**src/rtl/json_string_unescaper_core_defines.svh**
```systemverilog
// Assertion macros shared by the unescaper RTL.
// Bodies are empty when SYNTHESIS is defined.
`ifndef JSON_STRING_UNESCAPER_CORE_DEFINES_SVH
`define JSON_STRING_UNESCAPER_CORE_DEFINES_SVH
`ifndef SYNTHESIS
`define JSU_ASSERT(label, clk, rst_n, prop) \
    label: assert property (@(posedge clk) disable iff (!rst_n) prop) \
        else $error("jsu assertion failed");
`define JSU_NEVER(label, clk, rst_n, expr) \
    label: assert property (@(posedge clk) disable iff (!rst_n) !(expr)) \
        else $error("jsu forbidden condition");
`else
`define JSU_ASSERT(label, clk, rst_n, prop)
`define JSU_NEVER(label, clk, rst_n, expr)
`endif
`endif

```
**src/rtl/jsu_pkg.sv**
```systemverilog
// Types, byte codes and decode functions for the JSON string unescaper.
// No dependencies.
package jsu_pkg;

    localparam int QUEUE_DEPTH_DEF = 4;

    localparam logic [7:0] CH_QUOTE     = 8'h22;
    localparam logic [7:0] CH_BACKSLASH = 8'h5C;
    localparam logic [7:0] CH_SLASH     = 8'h2F;
    localparam logic [7:0] CH_LOWER_U   = 8'h75;
    localparam logic [7:0] CH_LOWER_N   = 8'h6E;
    localparam logic [7:0] CH_LOWER_T   = 8'h74;
    localparam logic [7:0] CH_LOWER_R   = 8'h72;
    localparam logic [7:0] CH_LOWER_B   = 8'h62;
    localparam logic [7:0] CH_LOWER_F   = 8'h66;

    localparam logic [7:0]  UTF8_LEAD2 = 8'hC0;
    localparam logic [7:0]  UTF8_LEAD3 = 8'hE0;
    localparam logic [7:0]  UTF8_CONT  = 8'h80;
    localparam logic [15:0] CP_ONE_BYTE_LIMIT = 16'h0080;
    localparam logic [15:0] CP_TWO_BYTE_LIMIT = 16'h0800;

    typedef struct packed {
        logic [7:0] in_byte;
        logic       start_req;
        logic       buffer_end;
    } t_in_item;

    typedef struct packed {
        logic [7:0] out_byte;
        logic       byte_valid;
        logic       string_done;
        logic       unterminated;
        logic       last;
    } t_out_item;

    typedef struct packed {
        logic [2:0][7:0] data_bytes;
        logic [1:0]      nbytes;
        logic            done;
        logic            unterm;
    } t_job;

    function automatic logic [3:0] hex_value(input logic [7:0] c);
        logic [3:0] v;
        v = 4'd0;
        if (c >= 8'h30 && c <= 8'h39) v = 4'(c - 8'h30);
        else if (c >= 8'h61 && c <= 8'h66) v = 4'(c - 8'h61 + 8'd10);
        else if (c >= 8'h41 && c <= 8'h46) v = 4'(c - 8'h41 + 8'd10);
        return v;
    endfunction

    // Returns {hit, mapped byte}.
    function automatic logic [8:0] escape_map(input logic [7:0] c);
        logic [8:0] r;
        unique case (c)
            CH_QUOTE:     r = {1'b1, 8'h22};
            CH_BACKSLASH: r = {1'b1, 8'h5C};
            CH_SLASH:     r = {1'b1, 8'h2F};
            CH_LOWER_N:   r = {1'b1, 8'h0A};
            CH_LOWER_T:   r = {1'b1, 8'h09};
            CH_LOWER_R:   r = {1'b1, 8'h0D};
            CH_LOWER_B:   r = {1'b1, 8'h08};
            CH_LOWER_F:   r = {1'b1, 8'h0C};
            default:      r = 9'd0;
        endcase
        return r;
    endfunction

endpackage

```
**src/rtl/jsu_front.sv**
```systemverilog
// Parser front end: accepts input bytes and turns each into at most one queue job.
// Depends on jsu_pkg.
module jsu_front (
    input  logic              i_clk,
    input  logic              i_rst_n,
    input  logic              i_in_valid,
    input  jsu_pkg::t_in_item i_in_item,
    input  logic              i_q_full,
    output logic              o_push,
    output jsu_pkg::t_job     o_job
);
    import jsu_pkg::*;

    typedef enum logic [1:0] {
        MODE_IDLE = 2'd0,
        MODE_STR  = 2'd1,
        MODE_ESC  = 2'd2,
        MODE_HEX  = 2'd3
    } t_mode;

    t_mode           r_mode, n_mode;
    logic [1:0]      r_cnt, n_cnt;
    logic [15:0]     r_acc, n_acc;
    logic [7:0]      r_held [3];
    logic            held_we;
    logic            accept;
    logic [7:0]      b;
    logic [15:0]     acc_sh;
    logic [8:0]      esc;
    t_job            job;

    assign accept = i_in_valid && !i_q_full;
    assign b      = i_in_item.in_byte;
    assign acc_sh = {r_acc[11:0], hex_value(b)};
    assign esc    = escape_map(b);

    always_comb begin
        n_mode  = r_mode;
        n_cnt   = r_cnt;
        n_acc   = r_acc;
        held_we = 1'b0;
        job     = '0;
        if (accept) begin
            unique case (r_mode)
                MODE_IDLE: begin
                    if (i_in_item.start_req) n_mode = MODE_STR;
                end
                MODE_STR: begin
                    if (b == CH_QUOTE) begin
                        job.done = 1'b1;
                        n_mode   = MODE_IDLE;
                    end else if (b == CH_BACKSLASH) begin
                        if (i_in_item.buffer_end) begin
                            job.data_bytes[0] = b;
                            job.nbytes        = 2'd1;
                        end else begin
                            n_mode = MODE_ESC;
                        end
                    end else begin
                        job.data_bytes[0] = b;
                        job.nbytes        = 2'd1;
                    end
                end
                MODE_ESC: begin
                    if (b == CH_LOWER_U) begin
                        n_mode = i_in_item.buffer_end ? MODE_STR : MODE_HEX;
                        n_cnt  = 2'd0;
                        n_acc  = 16'd0;
                    end else begin
                        if (esc[8]) begin
                            job.data_bytes[0] = esc[7:0];
                            job.nbytes        = 2'd1;
                        end
                        n_mode = MODE_STR;
                    end
                end
                MODE_HEX: begin
                    n_acc = acc_sh;
                    if (r_cnt == 2'd3) begin
                        if (acc_sh < CP_ONE_BYTE_LIMIT) begin
                            job.data_bytes[0] = acc_sh[7:0];
                            job.nbytes        = 2'd1;
                        end else if (acc_sh < CP_TWO_BYTE_LIMIT) begin
                            job.data_bytes[0] = UTF8_LEAD2 | {3'd0, acc_sh[10:6]};
                            job.data_bytes[1] = UTF8_CONT | {2'd0, acc_sh[5:0]};
                            job.nbytes        = 2'd2;
                        end else begin
                            job.data_bytes[0] = UTF8_LEAD3 | {4'd0, acc_sh[15:12]};
                            job.data_bytes[1] = UTF8_CONT | {2'd0, acc_sh[11:6]};
                            job.data_bytes[2] = UTF8_CONT | {2'd0, acc_sh[5:0]};
                            job.nbytes        = 2'd3;
                        end
                        n_cnt  = 2'd0;
                        n_mode = MODE_STR;
                    end else if (i_in_item.buffer_end) begin
                        // flush gathered digits raw, then this byte
                        job.data_bytes[0] = (r_cnt > 2'd0) ? r_held[0] : b;
                        job.data_bytes[1] = (r_cnt > 2'd1) ? r_held[1] : b;
                        job.data_bytes[2] = b;
                        job.nbytes        = 2'(r_cnt + 2'd1);
                        n_cnt             = 2'd0;
                        n_mode            = MODE_STR;
                    end else begin
                        held_we = 1'b1;
                        n_cnt   = 2'(r_cnt + 2'd1);
                    end
                end
                default: n_mode = MODE_IDLE;
            endcase
            if (i_in_item.buffer_end && n_mode != MODE_IDLE) begin
                job.done   = 1'b1;
                job.unterm = 1'b1;
                n_mode     = MODE_IDLE;
                n_cnt      = 2'd0;
            end
        end
    end

    assign o_push = accept && (job.nbytes != 2'd0 || job.done);
    assign o_job  = job;

    always_ff @(posedge i_clk) begin
        if (!i_rst_n) begin
            r_mode <= MODE_IDLE;
            r_cnt  <= 2'd0;
            r_acc  <= 16'd0;
        end else begin
            r_mode <= n_mode;
            r_cnt  <= n_cnt;
            r_acc  <= n_acc;
        end
    end

    always_ff @(posedge i_clk) begin
        if (held_we) r_held[r_cnt] <= b;
    end

endmodule

```
**src/rtl/jsu_queue.sv**
```systemverilog
// Job queue between parser front end and output back end.
// Depends on jsu_pkg and json_string_unescaper_core_defines.svh.
`include "json_string_unescaper_core_defines.svh"
module jsu_queue #(
    parameter int DEPTH = jsu_pkg::QUEUE_DEPTH_DEF
) (
    input  logic          i_clk,
    input  logic          i_rst_n,
    input  logic          i_push,
    input  jsu_pkg::t_job i_job,
    input  logic          i_pop,
    output logic          o_full,
    output logic          o_empty,
    output jsu_pkg::t_job o_head
);
    import jsu_pkg::*;

    localparam int PTR_W = (DEPTH > 1) ? $clog2(DEPTH) : 1;
    localparam int CNT_W = $clog2(DEPTH + 1);
    localparam logic [PTR_W-1:0] PTR_LAST = PTR_W'(DEPTH - 1);
    localparam logic [CNT_W-1:0] CNT_FULL = CNT_W'(DEPTH);

    t_job             r_mem [DEPTH];
    logic [PTR_W-1:0] r_wr, r_rd;
    logic [CNT_W-1:0] r_cnt;

    assign o_full  = (r_cnt == CNT_FULL);
    assign o_empty = (r_cnt == '0);
    assign o_head  = r_mem[r_rd];

    always_ff @(posedge i_clk) begin
        if (!i_rst_n) begin
            r_wr  <= '0;
            r_rd  <= '0;
            r_cnt <= '0;
        end else begin
            if (i_push) r_wr <= (r_wr == PTR_LAST) ? '0 : PTR_W'(r_wr + 1'b1);
            if (i_pop)  r_rd <= (r_rd == PTR_LAST) ? '0 : PTR_W'(r_rd + 1'b1);
            if (i_push && !i_pop)      r_cnt <= CNT_W'(r_cnt + 1'b1);
            else if (i_pop && !i_push) r_cnt <= CNT_W'(r_cnt - 1'b1);
        end
    end

    always_ff @(posedge i_clk) begin
        if (i_push) r_mem[r_wr] <= i_job;
    end

    `JSU_NEVER(a_no_push_full, i_clk, i_rst_n, i_push && o_full)
    `JSU_NEVER(a_no_pop_empty, i_clk, i_rst_n, i_pop && o_empty)
    `JSU_NEVER(a_cnt_range, i_clk, i_rst_n, r_cnt > CNT_FULL)

endmodule

```
**src/rtl/jsu_back.sv**
```systemverilog
// Output back end: walks the head job and sends one result per transfer.
// Depends on jsu_pkg and json_string_unescaper_core_defines.svh.
`include "json_string_unescaper_core_defines.svh"
module jsu_back (
    input  logic               i_clk,
    input  logic               i_rst_n,
    input  logic               i_q_empty,
    input  jsu_pkg::t_job      i_head,
    output logic               o_pop,
    output logic               o_out_valid,
    input  logic               i_out_stall,
    output jsu_pkg::t_out_item o_out_item
);
    import jsu_pkg::*;

    logic [1:0] r_idx;
    logic [1:0] last_idx;
    logic       fin;
    logic       load;
    logic       has_byte;
    t_out_item  r_out, n_out;
    logic       r_out_valid;

    assign last_idx = (i_head.nbytes == 2'd0) ? 2'd0 : 2'(i_head.nbytes - 2'd1);
    assign fin      = (r_idx == last_idx);
    assign load     = !i_q_empty && (!r_out_valid || !i_out_stall);
    assign has_byte = (r_idx < i_head.nbytes);
    assign o_pop    = load && fin;

    always_comb begin
        n_out              = '0;
        n_out.out_byte     = has_byte ? i_head.data_bytes[r_idx] : 8'd0;
        n_out.byte_valid   = has_byte;
        n_out.string_done  = fin && i_head.done;
        n_out.unterminated = fin && i_head.unterm;
        n_out.last         = fin;
    end

    always_ff @(posedge i_clk) begin
        if (!i_rst_n) begin
            r_out_valid <= 1'b0;
            r_idx       <= 2'd0;
        end else if (load) begin
            r_out_valid <= 1'b1;
            r_idx       <= fin ? 2'd0 : 2'(r_idx + 2'd1);
        end else if (!i_out_stall) begin
            r_out_valid <= 1'b0;
        end
    end

    always_ff @(posedge i_clk) begin
        if (load) r_out <= n_out;
    end

    assign o_out_valid = r_out_valid;
    assign o_out_item  = r_out;

    `JSU_ASSERT(a_partial_has_head, i_clk, i_rst_n, (r_idx != 2'd0) |-> !i_q_empty)
    `JSU_ASSERT(a_done_on_last, i_clk, i_rst_n, (r_out_valid && r_out.string_done) |-> r_out.last)
    `JSU_ASSERT(a_empty_is_final, i_clk, i_rst_n, (r_out_valid && !r_out.byte_valid) |-> r_out.last)

endmodule

```
**src/rtl/json_string_unescaper_core.sv**
```systemverilog
// JSON string unescaper, one input byte per cycle while the queue is not
// full. Each accepted byte is parsed at once and becomes at most one queue
// job of zero to three output bytes; the back end drains jobs at one
// result per cycle through its output register while the output is not
// stalled. Plain bytes and simple escapes give one result, so the block
// runs at one byte per cycle unless stalled; a \u completion (or a buffer
// end during \u) gives up to three results, with QUEUE_DEPTH jobs of slack
// before the input stalls. No clearing pass after reset.
module json_string_unescaper_core #(
    parameter int QUEUE_DEPTH = jsu_pkg::QUEUE_DEPTH_DEF
) (
    input  logic               i_clk,
    input  logic               i_rst_n,
    input  logic               i_in_valid,
    output logic               o_in_stall,
    input  jsu_pkg::t_in_item  i_in_item,
    output logic               o_out_valid,
    input  logic               i_out_stall,
    output jsu_pkg::t_out_item o_out_item
);
    import jsu_pkg::*;

    logic q_full, q_empty, push, pop;
    t_job job, head;

    assign o_in_stall = q_full;

    jsu_front u_front (
        .i_clk      (i_clk),
        .i_rst_n    (i_rst_n),
        .i_in_valid (i_in_valid),
        .i_in_item  (i_in_item),
        .i_q_full   (q_full),
        .o_push     (push),
        .o_job      (job)
    );

    jsu_queue #(
        .DEPTH (QUEUE_DEPTH)
    ) u_queue (
        .i_clk   (i_clk),
        .i_rst_n (i_rst_n),
        .i_push  (push),
        .i_job   (job),
        .i_pop   (pop),
        .o_full  (q_full),
        .o_empty (q_empty),
        .o_head  (head)
    );

    jsu_back u_back (
        .i_clk       (i_clk),
        .i_rst_n     (i_rst_n),
        .i_q_empty   (q_empty),
        .i_head      (head),
        .o_pop       (pop),
        .o_out_valid (o_out_valid),
        .i_out_stall (i_out_stall),
        .o_out_item  (o_out_item)
    );

endmodule
```
**config.mk**
```make
export PLATFORM = sky130hd
export DESIGN_NAME = json_string_unescaper_core
export DESIGN_NICKNAME = d
export VERILOG_FILES = /design/src/rtl/jsu_pkg.sv /design/src/rtl/jsu_front.sv /design/src/rtl/jsu_queue.sv /design/src/rtl/jsu_back.sv /design/src/rtl/json_string_unescaper_core.sv
export VERILOG_INCLUDE_DIRS = /design/src /design/src/rtl
export SDC_FILE = /design/constraint.sdc
export NUM_CORES = 1
export LEC_CHECK = 0
export ABC_AREA = 1
export BUFFER_PORTS_ARGS = -buffer_cell sky130_fd_sc_hd__buf_2
export CORE_MARGIN = 8
export CORE_UTILIZATION = 51
export DETAILED_ROUTE_END_ITERATION = 12
export GPL_ROUTABILITY_DRIVEN = 0
export PLACE_DENSITY = 0.68
export SYNTH_ARGS = -nofsm -noshare
export SYNTH_HDL_FRONTEND = slang
export SYNTH_SLANG_ARGS = --single-unit
```
**constraint.sdc**
```tcl
create_clock -name i_clk -period 9.5 [get_ports i_clk]
set_input_delay 0.95 -clock i_clk [delete_from_list [all_inputs] [get_ports i_clk]]
set_output_delay 0.95 -clock i_clk [all_outputs]
set_load 0.02 [all_outputs]
```
=== Yosys cells after proc, flatten, opt, wreduce, memory -nomap -nowiden ===
Memories as Yosys holds them, arrays and structs flattened. A register that Yosys moved wholly into a read port is not among the register bits.
Cells that the tools add are included.

* Input bits: 14
* Bits in registers: 38
* Memories: 2
* Output and inout port bits: 14
* Word-level logic and storage cells: 150
* RAM bits: 136

* Equal/unequal tests: 20
* Add/sub/neg operators: 12
* Reductions and logical operators: 30
* Mux-type cells: 61
* Magnitude comparators: 12

{| class="wikitable"
|+ Memories
! name !! depth !! width !! read ports !! clocked after Yosys merged registers in !! write ports !! line !! source
|-
| u_queue.r_mem || 4 || 28 || 1 || 1 || 1 || jsu_queue.sv:23 || <nowiki>t_job r_mem [DEPTH];</nowiki>
|-
| u_front.r_held || 3 || 8 || 2 || 0 || 1 || jsu_front.sv:24 || <nowiki>logic [7:0] r_held [3];</nowiki>
|}

{| class="wikitable"
|+ Operators with widths
! kind !! number
|-
| $pmux W9 S8 || 1
|-
| $mux W10 || 6
|-
| $eq A8 B7 Y1 const B || 7
|-
| $mux W26 || 2
|-
| $mux W16 || 3
|-
| $mux W2 || 21
|-
| $mux W8 || 4
|-
| $pmux W10 S3 || 1
|-
| $mux W28 || 1
|-
| $pmux W12 S2 || 1
|-
| $bmux W8 S2 || 1
|-
| $eq A8 B6 Y1 const B || 2
|-
| $ge A8 B7 Y1 const B || 2
|-
| $le A8 B7 Y1 const B || 2
|-
| $lt A16 B12 Y1 const B || 1
|-
| $lt A16 B8 Y1 const B || 1
|-
| $logic_and A1 B1 Y1 || 12
|-
| $mux W1 || 12
|-
| $mux W12 || 1
|-
| $mux W4 || 3
|-
| $sub A4 B1 Y4 const B || 3
|-
| $eq A2 B2 Y1 const B || 5
|-
| $add A2 B1 Y2 const B || 4
|-
| $add A4 B4 Y4 const B || 2
|-
| 23 further kinds || 37
|}

=== Longest topological paths before layout ===
Gate-level depths: netlist (run 1).

* Word-level depth: 18
* Depth in mapped cells: 20
* Mapped depth without buffers: 20

=== Modules after synthesis ===
A second synthesis (run 1) with hierarchy kept.

* Cells, all modules: 837
* Area, all modules: 8064.0 um^2

{| class="wikitable"
|+ By module, submodules not included
! module !! instances !! area each (um^2) !! cells each !! sequential area each (um^2)
|-
| jsu_queue || 1 || 4614.4 || 330 || 3543.4
|-
| jsu_front || 1 || 2613.8 || 410 || 800.8
|-
| jsu_back || 1 || 835.8 || 97 || 420.4
|}

=== Worst setup path after synthesis (run 1) ===
OpenSTA, ideal clock, no wires.

* Path kind: input -> register
* Start point: input i_in_item[2] (netlist name)
* End point: memory u_queue.r_mem[0][0] (netlist name) (enable)
* Data required time: 9.087 ns
* Data arrival time: 3.334 ns
* Library setup time: 0.413 ns
* Buffers on the path: 0
* Stages: 14
* Setup slack: 5.753 ns
* Cells stage by stage: inv_1 ha_1 nand2_2 nor2_4 nand3_2 nor2_1 nor2_1 nand2_1 nand2_2 nand2_4 nor2_4 nand2_4 inv_2 nor2_1

{| class="wikitable"
|+ RTL lines
! what !! line !! source
|-
| start, declared || json_string_unescaper_core.sv:16 || <nowiki>input jsu_pkg::t_in_item i_in_item,</nowiki>
|-
| end, declared || jsu_queue.sv:23 ||
|}

=== Worst setup path after layout (run 1) ===
* Start point: register u_front.r_cnt[1]
* End point: register u_queue.r_cnt[2]

* Cells in the longest elaborated chain, start to end: 13

{| class="wikitable"
|+ Ends and longest elaborated chain
! what !! line !! source
|-
| start, declared || jsu_front.sv:22 || <nowiki>logic [1:0] r_cnt, n_cnt;</nowiki>
|-
| start signal, assigned || jsu_front.sv:129 || <nowiki>r_cnt <= n_cnt;</nowiki>
|-
| $eq A2 B2 Y1 || jsu_front.sv:79 || <nowiki>if (r_cnt == 2'd3) begin</nowiki>
|-
| $mux W2 || jsu_front.sv:79 ||
|-
| $pmux W2 S4 || jsu_front.sv:44 || <nowiki>unique case (r_mode)</nowiki>
|-
| $mux W2 || jsu_front.sv:43 || <nowiki>if (accept) begin</nowiki>
|-
| $reduce_bool A2 Y1 || jsu_front.sv:110 || <nowiki>if (i_in_item.buffer_end && n_mode != MODE_IDLE) begin</nowiki>
|-
| $logic_and A1 B1 Y1 || jsu_front.sv:110 ||
|-
| $mux W2 || jsu_front.sv:110 ||
|-
| $mux W28 (*) || jsu_front.sv:43 ||
|-
| $logic_or A1 B1 Y1 (*) || jsu_front.sv:119 || <nowiki>assign o_push = accept && (job.nbytes != 2'd0 || job.done);</nowiki>
|-
| $logic_and A1 B1 Y1 (*) || jsu_front.sv:119 ||
|-
| via push || json_string_unescaper_core.sv:23 || <nowiki>logic q_full, q_empty, push, pop;</nowiki>
|-
| $logic_not A1 Y1 || jsu_queue.sv:40 || <nowiki>else if (i_pop && !i_push) r_cnt <= CNT_W'(r_cnt - 1'b1);</nowiki>
|-
| $logic_and A1 B1 Y1 || jsu_queue.sv:40 ||
|-
| $reduce_bool A2 Y1 (no line) || -- ||
|-
| end signal, assigned || jsu_queue.sv:39 || <nowiki>if (i_push && !i_pop) r_cnt <= CNT_W'(r_cnt + 1'b1);</nowiki>
|-
| end signal, assigned || jsu_queue.sv:40 ||
|-
| end, declared || jsu_queue.sv:25 || <nowiki>logic [CNT_W-1:0] r_cnt;</nowiki>
|}

The timed path passes the listed nets; every way through them passes the cells marked *. The select of a mux whose other input is x is not followed.
A chain may end at the register's enable or synchronous reset.

==> results.ini, run 1 <==
[grt]
grt_max_degree = 58
grt_pass1_wl_mm = 32.1
grt_use_met2_pct = 34.9
use_met1_pct = 25.3
grt_overflow_total = 0
grt_pass1_vias = 5981
grt.busiest_layer = met2
grt_usage_pct = 21.0
antenna_found_initial = 0
use_met3_pct = 5.20

[clocking]
cts_buffers = 17
cts-resized-gates = 0
insertion_delay_ns = 0.43
clock-sinks = 168
htreeDepth = 4
path_clk_slew_ns = 0.06
clk_path_buf_depth = 2
cts_tree = built
cts-root-buf = clkbuf_16
cts_setup_buffers = 0
ctsHoldBuffers = 0

[cells_and_area]
fin_util_pct = 58.2
diodes = 0
area_growth_pct = 11.2
nFillCells = 1274
drive_gt1_share_pct = 12.9
nets = 848
layout_commonest_cell = edfxtp_1
layout_common_cells = edfxtp_1, nand2_1, nor2_1

[power_and_ir_drop]
ir_worst_vdd_mv = 0.132
power.density_nw_per_um2 = 251
p_leak_nw = 3.21

[timing]
max_freq_ghz = 0.276
finalCritPeriodShare_pct = 38.1
grt_setup_unrepaired = no
fin_crit_ns = 3.62
setup_viol_count_final = 0
tns_ns = 0
drv_slew = 0
worst_slew_pin_slew_ns = 0.928
setup_slack_ns = 5.88
skew_ns = 0.0121
holdWs_ns = 0.474
finalHoldViolCount = 0
relSlewSlack_pct = 38.1

[min_path]
min_path_type = flip-flop to flip-flop

[setup_path]
crit_required_ns = 9.81
critPathMaxFanout = 25
end_kind = flip-flop
cp-start-kind = flip-flop
crit_type = flip-flop to flip-flop
critPathArrivalTime_ns = 3.93

[drt]
drt_first_pass_iters = 5
routed_wl_mm = 20.2
drc = 0
final_antenna_net_count = 0
viasPerCell = 6.05
wire_per_inst_um = 19.9
dr.first_iter.drc_count = 658
vias = 6167

[run]
maxCapViolCount = 0

[floorplan]
io_pins = 28
die_x_um = 141
num_rows = 45
start_util_pct = 52.3
fp.dieArea_sq_um = 19800
die_y_um = 141
core_area_sq_um = 15200

[synth]
yosys.area.top_type = edfxtp_1
synth_area_leaders = edfxtp_1, dfxtp_1, o21ai_0
synth.top_cell.area_share_pct = 52.9
ys.warnings.count = 0
synth_ff_type = edfxtp_1
yosysUniqueCellTypes = 45
async_reset_ff_share_pct = 0
seq_area_frac_synth_pct = 59.9
ys_ff_latch = 168
synth.avg_cell_area_sq_um = 9.94
synth_area_sq_um = 7950
synth_cells = 800
synth-edff-count = 140
syn_nets = 830

[run_status]
status = finished clean

[placed_design]
place_hpwl_mm = 13.4
io_buffer_count = 27
post-place-ws_ns = 5.73

## layout make-up
| class | instances | area [sq um] | area share, % |
|---|---|---|---|
| clock buffer | 21 | 470 | 5.32 |
| clock inverter | 11 | 143 | 1.61 |
| inverter | 75 | 283 | 3.20 |
| multi-input combinational | 521 | 2750 | 31.1 |
| sequential | 168 | 4760 | 53.9 |
| tap | 188 | 235 | 2.66 |
| timing repair buffer | 35 | 195 | 2.21 |
## worst paths after layout
check	startpoint	endpoint	slack [ns]	cells after the start
max	u_front.r_cnt[1]	u_queue.r_cnt[2]	5.88	16
max reg2reg	u_front.r_cnt[1]	u_queue.r_cnt[2]	5.88	16
min reg2reg	u_front.r_acc[6]	u_front.r_acc[10]	0.47	2
min	u_front.r_acc[6]	u_front.r_acc[10]	0.47	2
## report_power, final
group	switching [mW]	leakage, nW	internal, mW
registers	0.0361	1.53	0.888
clock network	0.276	0.301	0.434
logic	0.418	1.38	0.170
## metrics by stage
stage	std cells	total power, mW	cell area (sq um)
floorplan	800	1.33	7950
global placement	987	1.50	8230
detailed placement	987	1.53	8230
CTS	1019	2.23	8840
global route	1019	2.33	8840
finish	1019	2.22	8840
## flip-flops by register name, summed over array words and instances, names as in the netlist, named ones only
register            flops
u_back.r_idx            2
u_queue.r_rd            2
u_front.r_held         16
u_queue.r_wr            2
u_back.o_out_valid      1
u_back.o_out_item      12
u_front.r_acc          12
u_front.r_cnt           2
u_front.r_mode          2
u_queue.r_cnt           3
u_queue.r_mem         112
## per-layer routing
layer	part of all wire [%]	vias up
met5	0	-
met4	3.8	0
met3	9.1	68
met2	48	302
met1	39	2931
li1	-	2866
## cells by family (layout without fill, tap and decap cells)
logic type,Yosys count,after routing,synth area share [%]
buf+inv,111,142,5.60
flops,168,168,59.9
fa+ha+maj,16,16,2.61
simple gates,298,298,16.8
compound gates,207,207,15.1
## critical path, stage by stage (launching register included)
cell,delay (ns)
dfxtp_1,0.56
ha_1,0.76
inv_1,0.41
o21ai_0,0.17
nand3_1,0.10
nand2_1,0.08
inv_1,0.04
nand2_1,0.07
nand2_2,0.08
nand2_4,0.10
ha_1,0.14
inv_1,0.07
fa_1,0.44
a21oi_1,0.14
o21ai_0,0.11
o21ai_0,0.16
a21oi_1,0.06
## synth_stat cells, types with 7 or more instances
library cell / count
dfxtp_1: 28
inv_1: 65
clkbuf_1: 24
a211oi_1: 7
nand2_2: 7
nand3_1: 39
o21ai_0: 96
o221ai_1: 14
a21oi_1: 50
edfxtp_1: 140
o22ai_1: 11
nor2_1: 107
buf_2: 7
nand2_1: 108
ha_1: 15
nor3_1: 8
Power figures use the tool's default switching activity.
==> run 2: changes to the inputs <==
--- a/config.mk
+++ b/config.mk
@@ -6,7 +6,7 @@
 export SDC_FILE = /design/constraint.sdc
 export NUM_CORES = 1
 export LEC_CHECK = 0
-export ABC_AREA = 1
+export ABC_AREA = 0
 export BUFFER_PORTS_ARGS = -buffer_cell sky130_fd_sc_hd__buf_2
 export CORE_MARGIN = 8
 export CORE_UTILIZATION = 51
==> constraint.sdc (replaced) <==
create_clock -name i_clk -period 3.6 [get_ports i_clk]
set_input_delay 0.36 -clock i_clk [delete_from_list [all_inputs] [get_ports i_clk]]
set_output_delay 0.36 -clock i_clk [all_outputs]
set_load 0.02 [all_outputs]
==> results.ini, run 2 <==
[run_status]
status = finished clean

[cells_and_area]
instances_no_fill = 831  ; -18%
diodes = 0  ; unchanged
layout_commonest_cell = edfxtp_1
design_area_sq_um = 8880  ; +0.37%
nets = 660  ; -22%
reg_top3 = u_queue.r_mem x112, u_front.r_held x16
largest_register_ffs = 112  ; unchanged
drive_gt1_share_pct = 19.9  ; +7.0 points
fin_util_pct = 58.8  ; +0.65 points
largest-register = u_queue.r_mem
layout_common_cells = edfxtp_1, nor2_1, a21oi_1
area_growth_pct = 14.0

[clocking]
cts_tree = built
clock-sinks = 168  ; unchanged
htreeDepth = 4  ; unchanged
insertion_delay_ns = 0.41  ; -0.02 ns
cts_setup_buffers = 0  ; unchanged
clk_path_buf_depth = 2  ; unchanged
ctsHoldBuffers = 0  ; unchanged
cts_buffers = 17  ; unchanged
path_clk_slew_ns = 0.06  ; about the same
cts-resized-gates = 0  ; unchanged
cts-root-buf = clkbuf_16

[synth]
synth_compound_area_share_pct = 9.11  ; -6.0 points
synth.avg_cell_area_sq_um = 13.3  ; +34%
synth_top_family_by_area = multiplexers
synth-edff-count = 140  ; unchanged
synth_cells = 586  ; -27%
synth.top_cell.area_share_pct = 54.0  ; +1.1 points
synth_fa_ha_area_share_pct = 2.67  ; +0.055 points
synthMuxAreaShare_pct = 11.8  ; +12 points
synth_area_sq_um = 7790  ; -2.1%
synthMostInstantiatedCell = edfxtp_1
async_reset_ff_share_pct = 0  ; unchanged
synth_ff_type = edfxtp_1
seq_area_frac_synth_pct = 61.2  ; +1.3 points
yosys.area.top_type = edfxtp_1
synth_commonest_cells = edfxtp_1, nor2_1, a21oi_1, nand2_1
synth_area_leaders = edfxtp_1, mux4_2, dfxtp_1
syn_nets = 616  ; -26%
ys_ff_latch = 168  ; unchanged
synthSimpleGateAreaFrac_pct = 11.7  ; -5.0 points
ys.warnings.count = 0  ; unchanged
synth_xor_area_share_pct = 0.225  ; +0.22 points
yosysUniqueCellTypes = 62  ; +38%

[grt]
use_met1_pct = 22.3  ; -2.9 points
use_met3_pct = 4.38  ; -0.82 points
grt.busiest_layer = met2
grt_use_met2_pct = 28.9  ; -6.0 points
grt_overflow_total = 0  ; unchanged
grt_pass1_wl_mm = 26.8  ; -17%
grt_pass1_vias = 5016  ; -16%
grt_usage_pct = 17.6  ; -3.4 points
antenna_found_initial = 0  ; unchanged
grt_max_degree = 29  ; -50%

[timing]
finalCritPeriodShare_pct = 91.9  ; +54 points
finalHoldViolCount = 0  ; unchanged
setup_slack_ns = 0.290  ; -5.59 ns
relSlewSlack_pct = 31.7  ; -6.4 points
worst_slew_pin_slew_ns = 1.02  ; +0.0924 ns
max_freq_ghz = 0.302  ; +9.3%
grt_setup_unrepaired = no
setup_viol_count_final = 0  ; unchanged
fin_crit_ns = 3.31  ; -0.308 ns
skew_ns = 0.0116  ; -0.000452 ns
drv_slew = 0  ; unchanged

[min_path]
min_path_type = input port to flip-flop

[run]
maxCapViolCount = 0  ; unchanged

[setup_path]
critPathMaxFanout = 5  ; -80%
crit_required_ns = 3.94  ; -5.87 ns
critPathArrivalTime_ns = 3.65  ; -0.28 ns
end_kind = flip-flop
cp-start-kind = flip-flop
crit_type = flip-flop to flip-flop

[drt]
wire_per_inst_um = 20.0  ; +0.79%
final_antenna_net_count = 0  ; unchanged
routed_wl_mm = 16.6  ; -18%
dr.first_iter.drc_count = 455  ; -31%
drt_first_pass_iters = 6  ; +1
vias = 4973  ; -19%
viasPerCell = 5.98  ; -1.1%
drc = 0  ; unchanged

[floorplan]
die_x_um = 140  ; -0.93%
num_rows = 45  ; unchanged
core_area_sq_um = 15100  ; -0.74%
io_pins = 28  ; unchanged
fp.dieArea_sq_um = 19500  ; -1.8%
start_util_pct = 51.6  ; -0.70 points
die_y_um = 140  ; -0.93%

[placed_design]
place_hpwl_mm = 11.4  ; -15%
post-place-ws_ns = -0.0761  ; -5.81 ns
post_dp_cell_area_sq_um = 8310  ; +0.90%
io_buffer_count = 27  ; unchanged
placedCellCount = 799  ; -19%

[power_and_ir_drop]
power.density_nw_per_um2 = 582  ; +130%
p_leak_nw = 3.15  ; -1.9%
ir_worst_vdd_mv = 0.328  ; +150%

==> run 2: cell count changes after synthesis, moves of 22 or more <==
cell and change:
nor2_1 -69, inv_1 -37, mux4_2 +28, nor2b_1 +22
nand3_1 -32, o21ai_0 -75, nand2_1 -76
==> run 2: cell families (layout without fill, tap and decap cells) <==
| kind of cell | after synthesis | in the layout |
|---|---|---|
| buffers and inverters | 63 | 120 |
| flip-flops | 168 | 168 |
| adder cells (fa/ha/maj) | 16 | 16 |
| AO/OA/AOI/OAI | 114 | 114 |
| XOR/XNOR | 2 | 2 |
| AND/OR/NAND/NOR | 167 | 167 |
| multiplexers | 56 | 56 |
==> run 2: power by group <==
group / total, mW / internal, mW / switching, mW
logic: 1.03 / 0.443 / 0.588
registers: 2.38 / 2.29 / 0.0850
clock network: 1.76 / 1.08 / 0.676
total: 5.17 / 3.82 / 1.35
==> run 2: worst paths after layout <==
kind / start / to / slack, ns / depth (start not counted)
worst max-delay path: u_front.r_acc[11] / u_queue.r_cnt[2] / 0.29 / 13
worst max register to register: u_front.r_acc[11] / u_queue.r_cnt[2] / 0.29 / 13
worst min register to register: u_back.o_out_valid / u_back.o_out_valid / 0.49 / 2
worst min-delay path: i_in_item[3] / u_front.r_held[1][1] / 0.21 / 1
==> run 2: per-layer routing <==
layer	routed length, um	vias to the layer above
met5	0	-
met4	418	0
met3	1050	35
met2	8020	206
met1	7150	2429
li1	-	2303
==> run 2: layout make-up <==
class	count	area, sq um
Clock buffer	22	444
Clock inverter	10	128
Fill cell	1191	6210
Inverter	28	105
Multi-Input combinational cell	355	2770
Sequential cell	168	4770
Tap cell	188	235
Timing Repair Buffer	60	433
==> run 2: through the flow <==
step,hold slack (ns),total power [mW],TNS [ns]
2_1_floorplan,0.459,3.15,0
3_3_place_gp,0.463,3.42,0
3_5_place_dp,0.478,3.46,-0.0761
4_1_cts,0.190,5.22,0
5_1_grt,0.207,5.39,0
6_report,0.210,5.17,0
==> run 2: critical path, stage by stage (launching register included) <==
cell	delay (ns)
dfxtp_1	0.32
or4_1	0.58
nor2_2	0.14
nand2_1	0.13
nor2_1	0.23
nor3_1	0.10
buf_4	0.16
or4_4	0.51
ha_1	0.24
inv_1	0.08
fa_1	0.19
xor2_1	0.07
or3_1	0.31
a21boi_0	0.17
